[config.mk]
export PLATFORM = sky130hd
export DESIGN_NAME = http_header_field_tokenizer_flat
export DESIGN_NICKNAME = d
export VERILOG_FILES = /design/src/sv/hhft_pkg.sv /design/src/sv/hhft_if.sv /design/src/sv/hhft_parser.sv /design/src/sv/hhft_result_queue.sv /design/src/sv/http_header_field_tokenizer.sv /design/src/flat_wrapper.sv
export SDC_FILE = /design/constraint.sdc
export NUM_CORES = 1
export LEC_CHECK = 0
export ABC_AREA = 1
export BUFFER_PORTS_ARGS = -buffer_cell sky130_fd_sc_hd__buf_4
export CAP_MARGIN = 20
export CELL_PAD_IN_SITES_DETAIL_PLACEMENT = 1
export CELL_PAD_IN_SITES_GLOBAL_PLACEMENT = 1
export CORE_MARGIN = 2
export CORE_UTILIZATION = 49
export CTS_CLUSTER_SIZE = 16
export DETAILED_ROUTE_END_ITERATION = 7
export PLACE_DENSITY_LB_ADDON = 0.05
export SETUP_SLACK_MARGIN = 0.5
export SYNTH_ARGS = -nofsm -noshare
export SYNTH_HDL_FRONTEND = slang
export SYNTH_SLANG_ARGS = --single-unit
[constraint.sdc]
create_clock -name clk -period 9.6 [get_ports clk]
set_clock_uncertainty 0.05 [all_clocks]
set_input_delay 0.48 -clock clk [delete_from_list [all_inputs] [get_ports clk]]
set_output_delay 0.48 -clock clk [all_outputs]
set_load 0.01 [all_outputs]
[src/sv/hhft_pkg.sv]
`default_nettype none

package hhft_pkg;

  localparam int MAX_FIELDS = 1024;
  localparam int POS_BITS   = 16;
  localparam int FC_W       = $clog2(MAX_FIELDS + 1);
  localparam int LEN_W      = 16;
  localparam int NUM_W      = 10;
  localparam int OUT_POS_W  = 16;
  localparam int QDEPTH     = 4;
  localparam int QPTR_W     = $clog2(QDEPTH);
  localparam int QCNT_W     = $clog2(QDEPTH + 1);

  localparam logic [2:0] KIND_METHOD  = 3'd0;
  localparam logic [2:0] KIND_URI     = 3'd1;
  localparam logic [2:0] KIND_VERSION = 3'd2;
  localparam logic [2:0] KIND_KEY     = 3'd3;
  localparam logic [2:0] KIND_VALUE   = 3'd4;
  localparam logic [2:0] KIND_STATUS  = 3'd5;

  localparam logic [2:0] STAT_RUN      = 3'd0;
  localparam logic [2:0] STAT_EOH      = 3'd1;
  localparam logic [2:0] STAT_BAD_HDR  = 3'd2;
  localparam logic [2:0] STAT_BAD_REQ  = 3'd3;
  localparam logic [2:0] STAT_TOO_MANY = 3'd4;

  localparam logic [7:0] CH_LF    = 8'h0A;
  localparam logic [7:0] CH_CR    = 8'h0D;
  localparam logic [7:0] CH_COLON = 8'h3A;
  localparam logic [7:0] CH_TAB   = 8'h09;
  localparam logic [7:0] CH_SPACE = 8'h20;

  typedef struct packed {
    logic [2:0]           kind;
    logic [NUM_W-1:0]     num;
    logic [OUT_POS_W-1:0] start;
    logic [LEN_W-1:0]     len;
    logic [2:0]           status;
    logic                 last;
  } result_t;

  typedef struct packed {
    result_t [1:0] r;
    logic [1:0]    n;
  } rbuf_t;

  function automatic rbuf_t put(rbuf_t b, result_t x);
    rbuf_t o;
    o = b;
    if (b.n == 2'd0) begin
      o.r[0] = x;
    end else if (b.n == 2'd1) begin
      o.r[1] = x;
    end
    if (b.n != 2'd2) begin
      o.n = b.n + 2'd1;
    end
    return o;
  endfunction

  function automatic result_t mk_result(logic [2:0] kind, logic [NUM_W-1:0] num,
                                        logic [OUT_POS_W-1:0] start, logic [LEN_W-1:0] len);
    result_t x;
    x.kind   = kind;
    x.num    = num;
    x.start  = start;
    x.len    = len;
    x.status = STAT_RUN;
    x.last   = 1'b0;
    return x;
  endfunction

  function automatic logic [LEN_W-1:0] sat_inc(logic [LEN_W-1:0] v);
    return (v == {LEN_W{1'b1}}) ? v : v + LEN_W'(1);
  endfunction

endpackage

`default_nettype wire

[src/sv/hhft_if.sv]
`default_nettype none

interface hhft_in_if import hhft_pkg::*; ();
  logic       valid;
  logic       ready;
  logic [7:0] data_byte;
  logic       restart;
  logic       chunk_last;

  modport source (output valid, output data_byte, output restart, output chunk_last,
                  input ready);
  modport sink (input valid, input data_byte, input restart, input chunk_last,
                output ready);
endinterface

interface hhft_out_if import hhft_pkg::*; ();
  logic                 valid;
  logic                 ready;
  logic [2:0]           field_kind;
  logic [NUM_W-1:0]     field_number;
  logic [OUT_POS_W-1:0] start_pos;
  logic [LEN_W-1:0]     field_length;
  logic [2:0]           status;
  logic                 last;

  modport source (output valid, output field_kind, output field_number, output start_pos,
                  output field_length, output status, output last, input ready);
  modport sink (input valid, input field_kind, input field_number, input start_pos,
                input field_length, input status, input last, output ready);
endinterface

`default_nettype wire

[src/sv/hhft_parser.sv]
`default_nettype none

module hhft_parser import hhft_pkg::*; (
  input  wire logic        clk,
  input  wire logic        rst,
  hhft_in_if.sink          head,
  input  wire logic [QCNT_W-1:0] fill,
  output rbuf_t            push
);

  localparam logic [1:0] GAP_FIELD = 2'd0;
  localparam logic [1:0] GAP_SEP   = 2'd1;
  localparam logic [1:0] GAP_LINE  = 2'd2;
  localparam logic [1:0] GAP_FOLD  = 2'd3;

  typedef struct packed {
    logic [POS_BITS-1:0] pos;
    logic [1:0]          gap;
    logic                rdone;
    logic [FC_W-1:0]     fc;
    logic [POS_BITS-1:0] cstart;
    logic [LEN_W-1:0]    clen;
    logic                inws;
    logic [LEN_W-1:0]    las;
    logic                unone;
    logic [LEN_W-1:0]    uend;
    logic [POS_BITS-1:0] vstart;
    logic [LEN_W-1:0]    lav;
    logic [2:0]          sstat;
    logic                pcr;
  } pstate_t;

  localparam pstate_t RESET_STATE = '{pos: '0, gap: GAP_FIELD, rdone: 1'b0, fc: '0,
                                      cstart: '0, clen: '0, inws: 1'b0, las: '0,
                                      unone: 1'b1, uend: '0, vstart: '0, lav: '0,
                                      sstat: STAT_RUN, pcr: 1'b0};

  function automatic rbuf_t pending(pstate_t s, rbuf_t b);
    rbuf_t            o;
    logic [LEN_W-1:0] vlen;
    logic [FC_W-1:0]  num;
    o = b;
    vlen = (s.clen > s.lav) ? s.clen - s.lav : '0;
    num = (s.fc != '0) ? s.fc - FC_W'(1) : '0;
    if (!s.rdone) begin
      if (s.unone) begin
        o = put(o, mk_result(KIND_URI, NUM_W'(1), OUT_POS_W'(s.cstart), s.clen));
      end else begin
        o = put(o, mk_result(KIND_URI, NUM_W'(1), OUT_POS_W'(s.cstart), s.uend));
        o = put(o, mk_result(KIND_VERSION, NUM_W'(2), OUT_POS_W'(s.vstart), vlen));
      end
    end else begin
      o = put(o, mk_result(KIND_VALUE, NUM_W'(num), OUT_POS_W'(s.cstart), s.clen));
    end
    return o;
  endfunction

  function automatic pstate_t open_field(pstate_t s, logic [POS_BITS-1:0] p);
    pstate_t o;
    o = s;
    o.cstart = p;
    o.clen = '0;
    o.inws = 1'b0;
    o.las = '0;
    return o;
  endfunction

  pstate_t st;
  pstate_t st_next;
  rbuf_t   rb;
  logic    stg_valid;
  logic [7:0] stg_byte;
  logic    stg_restart;
  logic    proceed;

  assign proceed = stg_valid && (fill <= QCNT_W'(QDEPTH - 2));
  assign head.ready = !stg_valid || proceed;

  always_ff @(posedge clk) begin
    if (rst) begin
      stg_valid <= 1'b0;
    end else if (head.ready) begin
      stg_valid <= head.valid;
    end
    if (head.valid && head.ready) begin
      stg_byte <= head.data_byte;
      stg_restart <= head.restart;
    end
  end

  always_comb begin
    pstate_t          s;
    logic [POS_BITS-1:0] p;
    logic             cr_before;
    logic             ws;
    logic             stop;
    logic [LEN_W-1:0] trimmed;
    logic [7:0]       b;
    s = stg_restart ? RESET_STATE : st;
    rb = '0;
    p = s.pos;
    s.pos = p + POS_BITS'(1);
    b = stg_byte;
    cr_before = s.pcr;
    ws = (b == CH_SPACE) || (b == CH_TAB);
    stop = 1'b0;
    trimmed = '0;
    if (s.sstat == STAT_RUN) begin
      s.pcr = (b == CH_CR);
      if (s.gap != GAP_FIELD) begin
        stop = 1'b1;
        if (b == CH_LF) begin
          if (s.gap == GAP_LINE || s.gap == GAP_FOLD) begin
            rb = pending(s, rb);
            s.sstat = STAT_EOH;
          end else begin
            s.sstat = STAT_BAD_HDR;
            rb = put(rb, mk_result(KIND_STATUS, '0, '0, '0));
          end
        end else if (b == CH_CR) begin
          stop = 1'b1;
        end else if (ws) begin
          if (s.gap == GAP_LINE) begin
            s.gap = GAP_FOLD;
          end
        end else begin
          stop = 1'b0;
          unique case (s.gap)
            GAP_SEP: begin
              if (!s.rdone) begin
                s.fc = FC_W'(1);
                s = open_field(s, p);
                s.unone = 1'b1;
              end else if (s.fc >= FC_W'(MAX_FIELDS)) begin
                s.sstat = STAT_TOO_MANY;
                rb = put(rb, mk_result(KIND_STATUS, '0, '0, '0));
                stop = 1'b1;
              end else begin
                s.fc = s.fc + FC_W'(1);
                s = open_field(s, p);
              end
            end
            GAP_LINE: begin
              rb = pending(s, rb);
              if (!s.rdone) begin
                s.rdone = 1'b1;
                s.fc = '0;
              end
              if (b == CH_COLON) begin
                s.sstat = STAT_BAD_HDR;
                stop = 1'b1;
              end else if (s.fc >= FC_W'(MAX_FIELDS)) begin
                s.sstat = STAT_TOO_MANY;
                stop = 1'b1;
              end else begin
                s.fc = s.fc + FC_W'(1);
                s = open_field(s, p);
              end
            end
            default: begin
              trimmed = s.clen;
              s.clen = sat_inc(s.clen);
              s.inws = 1'b0;
              if (!s.rdone) begin
                s.unone = 1'b0;
                s.uend = trimmed;
                s.vstart = p;
                s.lav = s.clen;
              end
            end
          endcase
          if (!stop) begin
            s.gap = GAP_FIELD;
          end
        end
      end
      if (!stop) begin
        if (!s.rdone && s.fc == '0) begin
          if (b == CH_SPACE) begin
            rb = put(rb, mk_result(KIND_METHOD, '0, OUT_POS_W'(s.cstart), s.clen));
            s.gap = GAP_SEP;
            s.unone = 1'b1;
          end else if (b == CH_CR || b == CH_LF) begin
            s.sstat = STAT_BAD_REQ;
            rb = put(rb, mk_result(KIND_STATUS, '0, '0, '0));
          end else begin
            s.clen = sat_inc(s.clen);
          end
        end else if (s.rdone && s.fc[0]) begin
          s.clen = s.clen;
          if (b == CH_COLON) begin
            rb = put(rb, mk_result(KIND_KEY, NUM_W'(s.fc - FC_W'(1)),
                                   OUT_POS_W'(s.cstart), s.clen));
            s.gap = GAP_SEP;
          end else if (b == CH_LF) begin
            s.sstat = STAT_BAD_HDR;
            rb = put(rb, mk_result(KIND_STATUS, '0, '0, '0));
          end else begin
            s.clen = sat_inc(s.clen);
          end
        end else if (b == CH_LF) begin
          if (s.inws) begin
            trimmed = s.las;
          end else if (cr_before && s.clen != '0) begin
            trimmed = s.clen - LEN_W'(1);
          end else begin
            trimmed = s.clen;
          end
          s.clen = trimmed;
          s.inws = 1'b0;
          s.gap = GAP_LINE;
        end else begin
          if (ws) begin
            if (!s.inws) begin
              s.inws = 1'b1;
              s.las = s.clen;
            end
          end else if (b != CH_CR && s.inws) begin
            s.inws = 1'b0;
            if (!s.rdone) begin
              s.unone = 1'b0;
              s.uend = s.las;
              s.vstart = p;
              s.lav = s.clen;
            end
          end
          s.clen = sat_inc(s.clen);
        end
      end
    end
    rb.r[0].status = s.sstat;
    rb.r[1].status = s.sstat;
    rb.r[0].last = (rb.n == 2'd1);
    rb.r[1].last = 1'b1;
    st_next = s;
  end

  always_comb begin
    push = rb;
    if (!proceed) begin
      push.n = 2'd0;
    end
  end

  always_ff @(posedge clk) begin
    if (rst) begin
      st <= RESET_STATE;
    end else if (proceed) begin
      st <= st_next;
    end
  end

endmodule

`default_nettype wire

[src/sv/hhft_result_queue.sv]
`default_nettype none

module hhft_result_queue import hhft_pkg::*; (
  input  wire logic              clk,
  input  wire logic              rst,
  input  wire rbuf_t             push,
  hhft_out_if.source             token,
  output logic [QCNT_W-1:0]      fill
);

  result_t            mem [QDEPTH];
  logic [QPTR_W-1:0]  wr_ptr;
  logic [QPTR_W-1:0]  rd_ptr;
  logic [QCNT_W-1:0]  count;
  logic               pop;
  result_t            head_entry;

  assign pop = token.valid && token.ready;
  assign fill = count;
  assign head_entry = mem[rd_ptr];

  assign token.valid        = (count != '0);
  assign token.field_kind   = head_entry.kind;
  assign token.field_number = head_entry.num;
  assign token.start_pos    = head_entry.start;
  assign token.field_length = head_entry.len;
  assign token.status       = head_entry.status;
  assign token.last         = head_entry.last;

  always_ff @(posedge clk) begin
    if (push.n != 2'd0) begin
      mem[wr_ptr] <= push.r[0];
    end
    if (push.n == 2'd2) begin
      mem[wr_ptr + QPTR_W'(1)] <= push.r[1];
    end
  end

  always_ff @(posedge clk) begin
    if (rst) begin
      wr_ptr <= '0;
      rd_ptr <= '0;
      count <= '0;
    end else begin
      wr_ptr <= wr_ptr + QPTR_W'(push.n);
      if (pop) begin
        rd_ptr <= rd_ptr + QPTR_W'(1);
      end
      count <= count + QCNT_W'(push.n) - QCNT_W'(pop);
    end
  end

endmodule

`default_nettype wire

[src/sv/http_header_field_tokenizer.sv]
// Tokenizer for the head of an HTTP request, fed one byte per transfer.
// The head channel carries data_byte, restart and chunk_last; restart set on
// a byte clears all parse state, and that byte then sits at position zero.
// chunk_last is carried along but does not affect parsing.
// The token channel carries one field per transfer: kind, number, start
// position, length, the status after the byte, and last on the final field
// caused by that byte. A byte causes zero, one or two fields.
// A byte accepted on the head channel is held in the input register, parsed
// from there into the result queue, and its fields are offered on the token
// channel from the queue head. The head channel takes one byte per cycle
// while the queue has room; the token channel sends one field per cycle
// while the receiver is ready. A four-entry result queue decouples the
// channels, and a byte is parsed only when two queue entries are free.
// When the receiver stalls, the queue fills and head ready drops after one
// byte is held in the input register; no field is lost.
// Reset clears the input register, the queue and all parse state.
// After end of headers or an error, bytes are accepted and give no fields
// until a byte with restart arrives.
`default_nettype none

module http_header_field_tokenizer import hhft_pkg::*; (
  input wire logic clk,
  input wire logic rst,
  hhft_in_if.sink  head,
  hhft_out_if.source token
);

  rbuf_t              push;
  logic [QCNT_W-1:0]  fill;

  hhft_parser u_parser (
    .clk  (clk),
    .rst  (rst),
    .head (head),
    .fill (fill),
    .push (push)
  );

  hhft_result_queue u_queue (
    .clk   (clk),
    .rst   (rst),
    .push  (push),
    .token (token),
    .fill  (fill)
  );

  a_fill_bound: assert property (@(posedge clk) disable iff (rst)
    fill <= QCNT_W'(QDEPTH))
    else $error("result queue overflow");

  a_status_only: assert property (@(posedge clk) disable iff (rst)
    token.valid && token.field_kind == KIND_STATUS |-> token.status != STAT_RUN && token.last)
    else $error("status-only field without a final status");

  a_kind_range: assert property (@(posedge clk) disable iff (rst)
    token.valid |-> token.field_kind <= KIND_STATUS && token.status <= STAT_TOO_MANY)
    else $error("field kind or status out of range");

  a_ready_full: assert property (@(posedge clk) disable iff (rst)
    fill > QCNT_W'(QDEPTH - 2) && $past(head.valid && head.ready) && !rst && !$past(rst)
    |-> !head.ready)
    else $error("byte taken while the queue lacks room");

endmodule

`default_nettype wire
[src/flat_wrapper.sv]
// flat-port wrapper written by rule: the top's interface ports become plain ports
module http_header_field_tokenizer_flat import hhft_pkg::*;
  (clk, rst, head_valid, head_data_byte, head_restart, head_chunk_last, head_ready, token_valid, token_field_kind, token_field_number, token_start_pos, token_field_length, token_status, token_last, token_ready);
  hhft_in_if head_i ();
  hhft_out_if token_i ();
  input wire logic clk;
  input wire logic rst;
  input wire logic [$bits(head_i.valid)-1:0] head_valid;
  input wire logic [$bits(head_i.data_byte)-1:0] head_data_byte;
  input wire logic [$bits(head_i.restart)-1:0] head_restart;
  input wire logic [$bits(head_i.chunk_last)-1:0] head_chunk_last;
  output wire logic [$bits(head_i.ready)-1:0] head_ready;
  output wire logic [$bits(token_i.valid)-1:0] token_valid;
  output wire logic [$bits(token_i.field_kind)-1:0] token_field_kind;
  output wire logic [$bits(token_i.field_number)-1:0] token_field_number;
  output wire logic [$bits(token_i.start_pos)-1:0] token_start_pos;
  output wire logic [$bits(token_i.field_length)-1:0] token_field_length;
  output wire logic [$bits(token_i.status)-1:0] token_status;
  output wire logic [$bits(token_i.last)-1:0] token_last;
  input wire logic [$bits(token_i.ready)-1:0] token_ready;
  assign head_i.valid = head_valid;
  assign head_i.data_byte = head_data_byte;
  assign head_i.restart = head_restart;
  assign head_i.chunk_last = head_chunk_last;
  assign head_ready = head_i.ready;
  assign token_valid = token_i.valid;
  assign token_field_kind = token_i.field_kind;
  assign token_field_number = token_i.field_number;
  assign token_start_pos = token_i.start_pos;
  assign token_field_length = token_i.field_length;
  assign token_status = token_i.status;
  assign token_last = token_i.last;
  assign token_i.ready = token_ready;
  http_header_field_tokenizer u_core (.clk(clk), .rst(rst), .head(head_i), .token(token_i));
endmodule
==> reports/results.tsv, run 1 <==
metric	value	unit
fmax	0.127	GHz
synth-compound-area-share	0.225	
cpMostUsedCell	nor2_1	
final_cells	5363	
gr-usage-all-layers	0.403	
synth_flop_cell	edfxtp_1	
port_buffers	63	
post_drt_wl_per_cell	23.5	um
finalSetupViolations	0	
crit_family	simple AND/OR/NAND/NOR gates	
end_kind	flip-flop	
worstSetupPathDepth	18	
ios	65	
leakagePower	0.0137	uW
netlist_area	29000	um2
fp.dieW	247	um
synth_edf_count	201	
layout_common_cells	1,400 x nand2_1, 549 x o21ai_0, 475 x nor2_1, 370 x a21oi_1, 358 x inv_1	
synthesis.instances	4690	
cts_tree	yes	
final_common_cell	nand2_1	
initial_utilization	0.494	
via_count	33700	
wl	126000	um
die_area	61200	um2
arrival	8260	ps
cts_buffers	43	
grt_pass1_vias	32200	
critPathBufInv	4	
dp.cells	5277	
min_path_type	input port to flip-flop	
worstSetupEndpoint	u_core.u_queue.mem[2][23]$_DFFE_PP_	
drv_slew	0	
areaGrowthSynthToFinish	7.15	%
rsz0062_at_grt	false	
grt_max_degree	110	
dr.pass1.iters	6	
ff2ff_path_depth	18	
yosys_warnings	0	
avgSynthCellArea	6.19	um2
max_stage_delay	1010	ps
layout-drive-gt1-share	0.0682	
nets	4607	
path_max_fanout	66	
worst_slew_pin_slew	1130	ps
yosysUniqueCellTypes	65	
cts_htree_levels	2	
p_per_area	139	nW/um2
post-cts-setup-buffers	0	
cp_cell_sequence	nor2_1 > inv_1 > ha_1 > clkinv_1 > nor2_8 > inv_2 > o21ai_0 > ha_1 > nand2_1 > nor2_1 > nand3_2 > o211ai_2 > nand2_2 > clkinv_2 > nand3_2 > nand2_4 > nand2_1 > nor2_1	
tns	0	ps
synthSimpleGateAreaFrac	0.342	
start_kind	flip-flop	
worst_hold_slack	15.2	ps
grt-ovfl-total	0	
hold_viol_final	0	
die_h	247	um
worstSetupPathType	flip-flop to flip-flop	
synthesis.nets	4742	
ant_nets	0	
grt_pass1_wl	191000	um
vias_per_cell	6.29	
status	completed	
min_period	7870	ps
reg2reg_slack	1730	ps
insertion_delay	600	ps
reg2reg_to	u_core.u_queue.mem[2][23]$_DFFE_PP_	
cp.required	9990	ps
synth_top_family_by_area	simple AND/OR/NAND/NOR gates	
slew_headroom	0.245	
floorplan.rows	89	
crit_start	u_core.u_parser.stg_restart$_DFFE_PP_	
clock-root-buffer	clkbuf_16	
r2r-start	u_core.u_parser.stg_restart$_DFFE_PP_	
yosys.area_share.xor_xnor	0.0106	
gp_congestion	1.00	
clock_path_buffers	3	
clkTransAtPathRegs	60	ps
ys_seq_area_frac	0.308	
synthAdderAreaFrac	0.0169	
async_flop_share	0	
drc_errors	0	
maxCapViolCount	0	
irDropWorstVdd	0.000220	V
ys_ff_latch	347	
cts_sinks	347	
slowest_stage	nand2_4	
drt_iter0_drc	4015	
synthMuxAreaShare	0	
antenna_found_initial	3	
fillerInstances	8092	
hpwl	85500	um
min_period_over_period	0.820	
n_antenna_cell	0	
core-area	58800	um2
layer usage:
| metal | wire length, um | GRT usage |
|---|---|---|
| met1 | 53400 | 0.558 |
| met4 | 4580 | 0.146 |
| met2 | 55400 | 0.626 |
| met5 | 25 | 0 |
| met3 | 12800 | 0.0767 |
cell type report:
type | count | area (um2) | area share
clock inverter | 22 | 229 | 0.00736
sequential | 347 | 8960 | 0.288
tap | 773 | 967 | 0.0311
inverter | 390 | 1490 | 0.0477
timing repair buffer | 126 | 983 | 0.0316
multi-input combinational | 3647 | 17300 | 0.557
clock buffer | 58 | 1170 | 0.0377
state kept, by name (all words and copies together), names as in the netlist, named ones only:
register,cells
u_core.u_queue.mem,196
u_core.u_parser.st,132
u_core.u_parser.stg_byte,8
u_core.u_queue.fill,3
u_core.u_queue.rd_ptr,2
u_core.u_queue.wr_ptr,2
u_core.u_parser.stg_restart,1
u_core.u_parser.stg_valid,1
how the worst min path moves through the flow:
stage | start | endpoint | slack, ps | cells after the start
global placement | u_core.u_parser.st[64]$_SDFFE_PP0P_ | u_core.u_parser.st[64]$_SDFFE_PP0P_ | 400 | 2
finish | head_data_byte[5] | u_core.u_parser.stg_byte[5]$_DFFE_PP_ | 20 | 1
detailed placement | u_core.u_parser.st[68]$_SDFFE_PP0P_ | u_core.u_parser.st[68]$_SDFFE_PP0P_ | 410 | 2
floorplan | u_core.u_queue.rd_ptr[1]$_SDFFE_PP0P_ | flip-flop | 390 | 2
CTS | head_data_byte[5] | u_core.u_parser.stg_byte[5]$_DFFE_PP_ | 4 | 1
global route | head_data_byte[5] | u_core.u_parser.stg_byte[5]$_DFFE_PP_ | 10 | 1
metrics by stage:
step | instance area (um2) | util | total power, uW | setup slack (ps)
after floorplan | 29000 | - | 2280 | 3380
after global placement | 29700 | 0.504 | 2640 | 2250
after detailed placement | 29700 | 0.504 | 2670 | 1950
after CTS | 31100 | 0.529 | 4320 | 1860
after global routing | 31100 | 0.529 | 4490 | 1320
final | 31100 | 0.529 | 4340 | 1730
what timing repair did:
action,4_1_cts,5_1_grt
hold buffers,5,0
resized for setup,0,0
hold endpoints to repair,5,0
synthesized netlist by cell type, types with 10 or more instances:
library cell	number	area share
o21ai_0	549	0.095
nand2_2	23	0.0050
o211ai_1	54	0.014
or2_2	20	0.0043
o22ai_1	110	0.024
a21oi_1	371	0.064
clkinv_1	11	0.0014
inv_2	14	0.0018
nand4_1	33	0.0071
a211oi_1	10	0.0026
nor2_2	14	0.0030
buf_6	11	0.0043
edfxtp_1	201	0.21
dfxtp_1	146	0.10
buf_1	21	0.0027
clkbuf_1	202	0.026
ha_1	36	0.016
buf_4	13	0.0034
nand2_1	1402	0.18
buf_2	59	0.010
nor3_1	29	0.0050
nor2_1	481	0.062
o21ai_1	25	0.0043
nand3_1	329	0.057
o32ai_1	10	0.0030
inv_1	361	0.047
a31oi_1	11	0.0024
xor2_1	31	0.0093
logic make-up after synthesis:
| kind of cell | count (synthesis) |
|---|---|
| xor gates and xnor gates | 35 |
| buffers and inverters | 696 |
| DFF | 347 |
| AOI/OAI and AO/OA | 1195 |
| adders and majority gates | 38 |
| and+or+nand+nor | 2379 |
report_power, final:
group	switching [uW]	total, uW	internal, uW
clock network	705	1670	969
logic	698	1030	331
registers	47.7	1630	1590
total	1450	4340	2890
Note: power is estimated with default switching activity, not from simulation.
==> inputs of run 2 (changes only) <==
CORE_UTILIZATION = 46   (was 49)
clock period = 8.15 ns   (was 9.6 ns; I/O delays follow)
==> run 2 against run 1 <==
  * Final cell count rose by 1.7%
  * Combinational power rose by 18%
  * Routed wire length grew 0.92%
  * First-iteration DRC count shrank 5.5%
  * Via count decreased by 0.61%
  * Non-clock buffer count increased by 19
  * Clock-buffer cell count grew 2
  * Fmax grew 11%
  * Core utilization shrank 2.9 points
  * Critical path type unchanged
  * Critical endpoint is now u_core.u_queue.mem[3][19]$_DFFE_PP_
  * Largest cell class unchanged
==> reports/results.tsv, run 2 (same netlist as run 1, synthesis figures left out) <==
metric	value	unit	change
nets	4628		+0.46%
ant_nets	0		unchanged
r2r-start	u_core.u_parser.stg_restart$_DFFE_PP_		
floorplan.rows	92		+3.4%
via_count	33500		-0.61%
min_path_type	input port to flip-flop		
layout-drive-gt1-share	0.0712		+0.00299
clkTransAtPathRegs	60	ps	about the same
start_kind	flip-flop		
die_h	255	um	+3.2%
clock_path_buffers	3		unchanged
max_stage_delay	560	ps	-450 ps
slew_headroom	0.249		+0.00441
fin_ws	1090	ps	-640 ps
cpMostUsedCell	nor2_1		
antenna_found_initial	6		+3
vias_per_cell	6.15		-2.3%
gr-usage-all-layers	0.384		-0.0199
tns	0	ps	unchanged
areaGrowthSynthToFinish	8.03	%	
final_common_cell	nand2_1		
cts_buffers	45		+4.7%
largest_reg_flops	196		unchanged
post-cts-setup-buffers	0		unchanged
reg2reg_to	u_core.u_queue.mem[3][19]$_DFFE_PP_		
drc_errors	0		unchanged
status	completed		
cts_htree_levels	2		unchanged
cts_sinks	347		unchanged
worstSetupPathType	flip-flop to flip-flop		
fmax	0.142	GHz	+11%
reg2reg_slack	1090	ps	-640 ps
port_buffers	63		unchanged
core-area	62700	um2	+6.7%
regMostFlops	u_core.u_queue.mem		
layout_common_cells	1,400 x nand2_1, 549 x o21ai_0, 475 x nor2_1, 370 x a21oi_1, 359 x inv_1		
leakagePower	0.0138	uW	+0.60%
p_per_area	163	nW/um2	+17%
drt_iter0_drc	3796		-5.5%
grt-ovfl-total	0		unchanged
slowest_stage	ha_1		
cp.required	8520	ps	-1470 ps
fp.dieW	255	um	+3.2%
finalSetupViolations	0		unchanged
grt_pass1_wl	192000	um	+0.32%
min_period	7060	ps	-810 ps
insertion_delay	600	ps	about the same
worstSetupEndpoint	u_core.u_queue.mem[3][19]$_DFFE_PP_		
wl	127000	um	+0.92%
grt_pass1_vias	31500		-2.2%
die_area	65200	um2	+6.4%
path_max_fanout	69		+4.5%
drv_slew	0		unchanged
initial_utilization	0.463		-0.0310
post_drt_wl_per_cell	23.4	um	-0.78%
arrival	7430	ps	-830 ps
min_period_over_period	0.866		+0.0465
worst_slew_pin_slew	1120	ps	-5.16 ps
clock-root-buffer	clkbuf_16		
hpwl	87100	um	+1.9%
reg_top3	u_core.u_queue.mem: 196 flops, u_core.u_parser.st: 132 flops, u_core.u_parser.stg_byte: 8 flops		
post-place-ws	1330	ps	-623 ps
end_kind	flip-flop		
gp_congestion	0.968		-3.5%
p_total	5120	uW	+18%
maxCapViolCount	0		unchanged
ff2ff_path_depth	25		+7
crit_start	u_core.u_parser.stg_restart$_DFFE_PP_		
cts_resized	0		unchanged
dr.pass1.iters	7		+1
cts_tree	yes		
hold_viol_final	0		unchanged
irDropWorstVdd	0.000140	V	-36%
ios	65		unchanged
grt_max_degree	99		-10%
rsz0062_at_grt	false		
-- run 2: layer usage --
metal	GRT usage	up-vias	part of all wire
li1	-	15400	-
met1	0.542	16300	0.43
met2	0.592	1542	0.43
met3	0.0625	284	0.095
met4	0.134	6	0.036
met5	0	-	0.00031
-- run 2: how the worst min path moves through the flow --
stage                                                      from                                endpoint  slack [ps]  cells past startpoint
final                                                head_valid  u_core.u_parser.stg_valid$_SDFFE_PP0N_          40                      3
after global routing                                 head_valid  u_core.u_parser.stg_valid$_SDFFE_PP0N_          50                      3
after CTS                                            head_valid  u_core.u_parser.stg_valid$_SDFFE_PP0N_          30                      3
after detailed placement    u_core.u_parser.st[62]$_SDFFE_PP0P_     u_core.u_parser.st[62]$_SDFFE_PP0P_         410                      2
after global placement      u_core.u_parser.st[64]$_SDFFE_PP0P_     u_core.u_parser.st[64]$_SDFFE_PP0P_         400                      2
after floorplan           u_core.u_queue.rd_ptr[1]$_SDFFE_PP0P_                               flip-flop         390                      2
-- run 2: per-stage QoR --
step / cell area (um2) / utilization / cells / hold slack [ps]
after floorplan: 29000 / - / 4690 / 386
after global placement: 29800 / 0.476 / 5364 / 401
after detailed placement: 29800 / 0.476 / 5364 / 406
after CTS: 31300 / 0.500 / 5452 / 27.4
after global routing: 31400 / 0.500 / 5454 / 47.4
final: 31400 / 0.500 / 5455 / 38.3
-- run 2: power by group --
group | total (uW) | switching, uW | internal [uW]
Clock | 1970 | 834 | 1140
Sequential | 1920 | 53.8 | 1870
Combinational | 1220 | 824 | 399
-- run 2: layout make-up --
| cell class | instances | area [um2] |
|---|---|---|
| well taps | 846 | 1060 |
| diodes | 1 | 2.50 |
| inverters | 390 | 1490 |
| multi-input cells | 3647 | 17300 |
| flip-flops and latches | 347 | 8960 |
| clock inverters | 19 | 188 |
| repair buffers | 145 | 1160 |
| clock buffers | 60 | 1210 |
| fillers | 8662 | 31400 |
-- run 2: worst max-delay path, delay by kind of cell, from the launching register on --
kind,cells,cell delay [ps]
AND/OR/NAND/NOR,11,2340
buffers and inverters,8,2130
adder cells (fa/ha/maj),2,1090
AO/OA/AOI/OAI,4,770
flip-flops,1,480
-- run 2: timing repair --
action	4_1_cts	5_1_grt
endpoints found under the setup margin	0	0
hold endpoints to repair	9	0
hold buffers	9	0
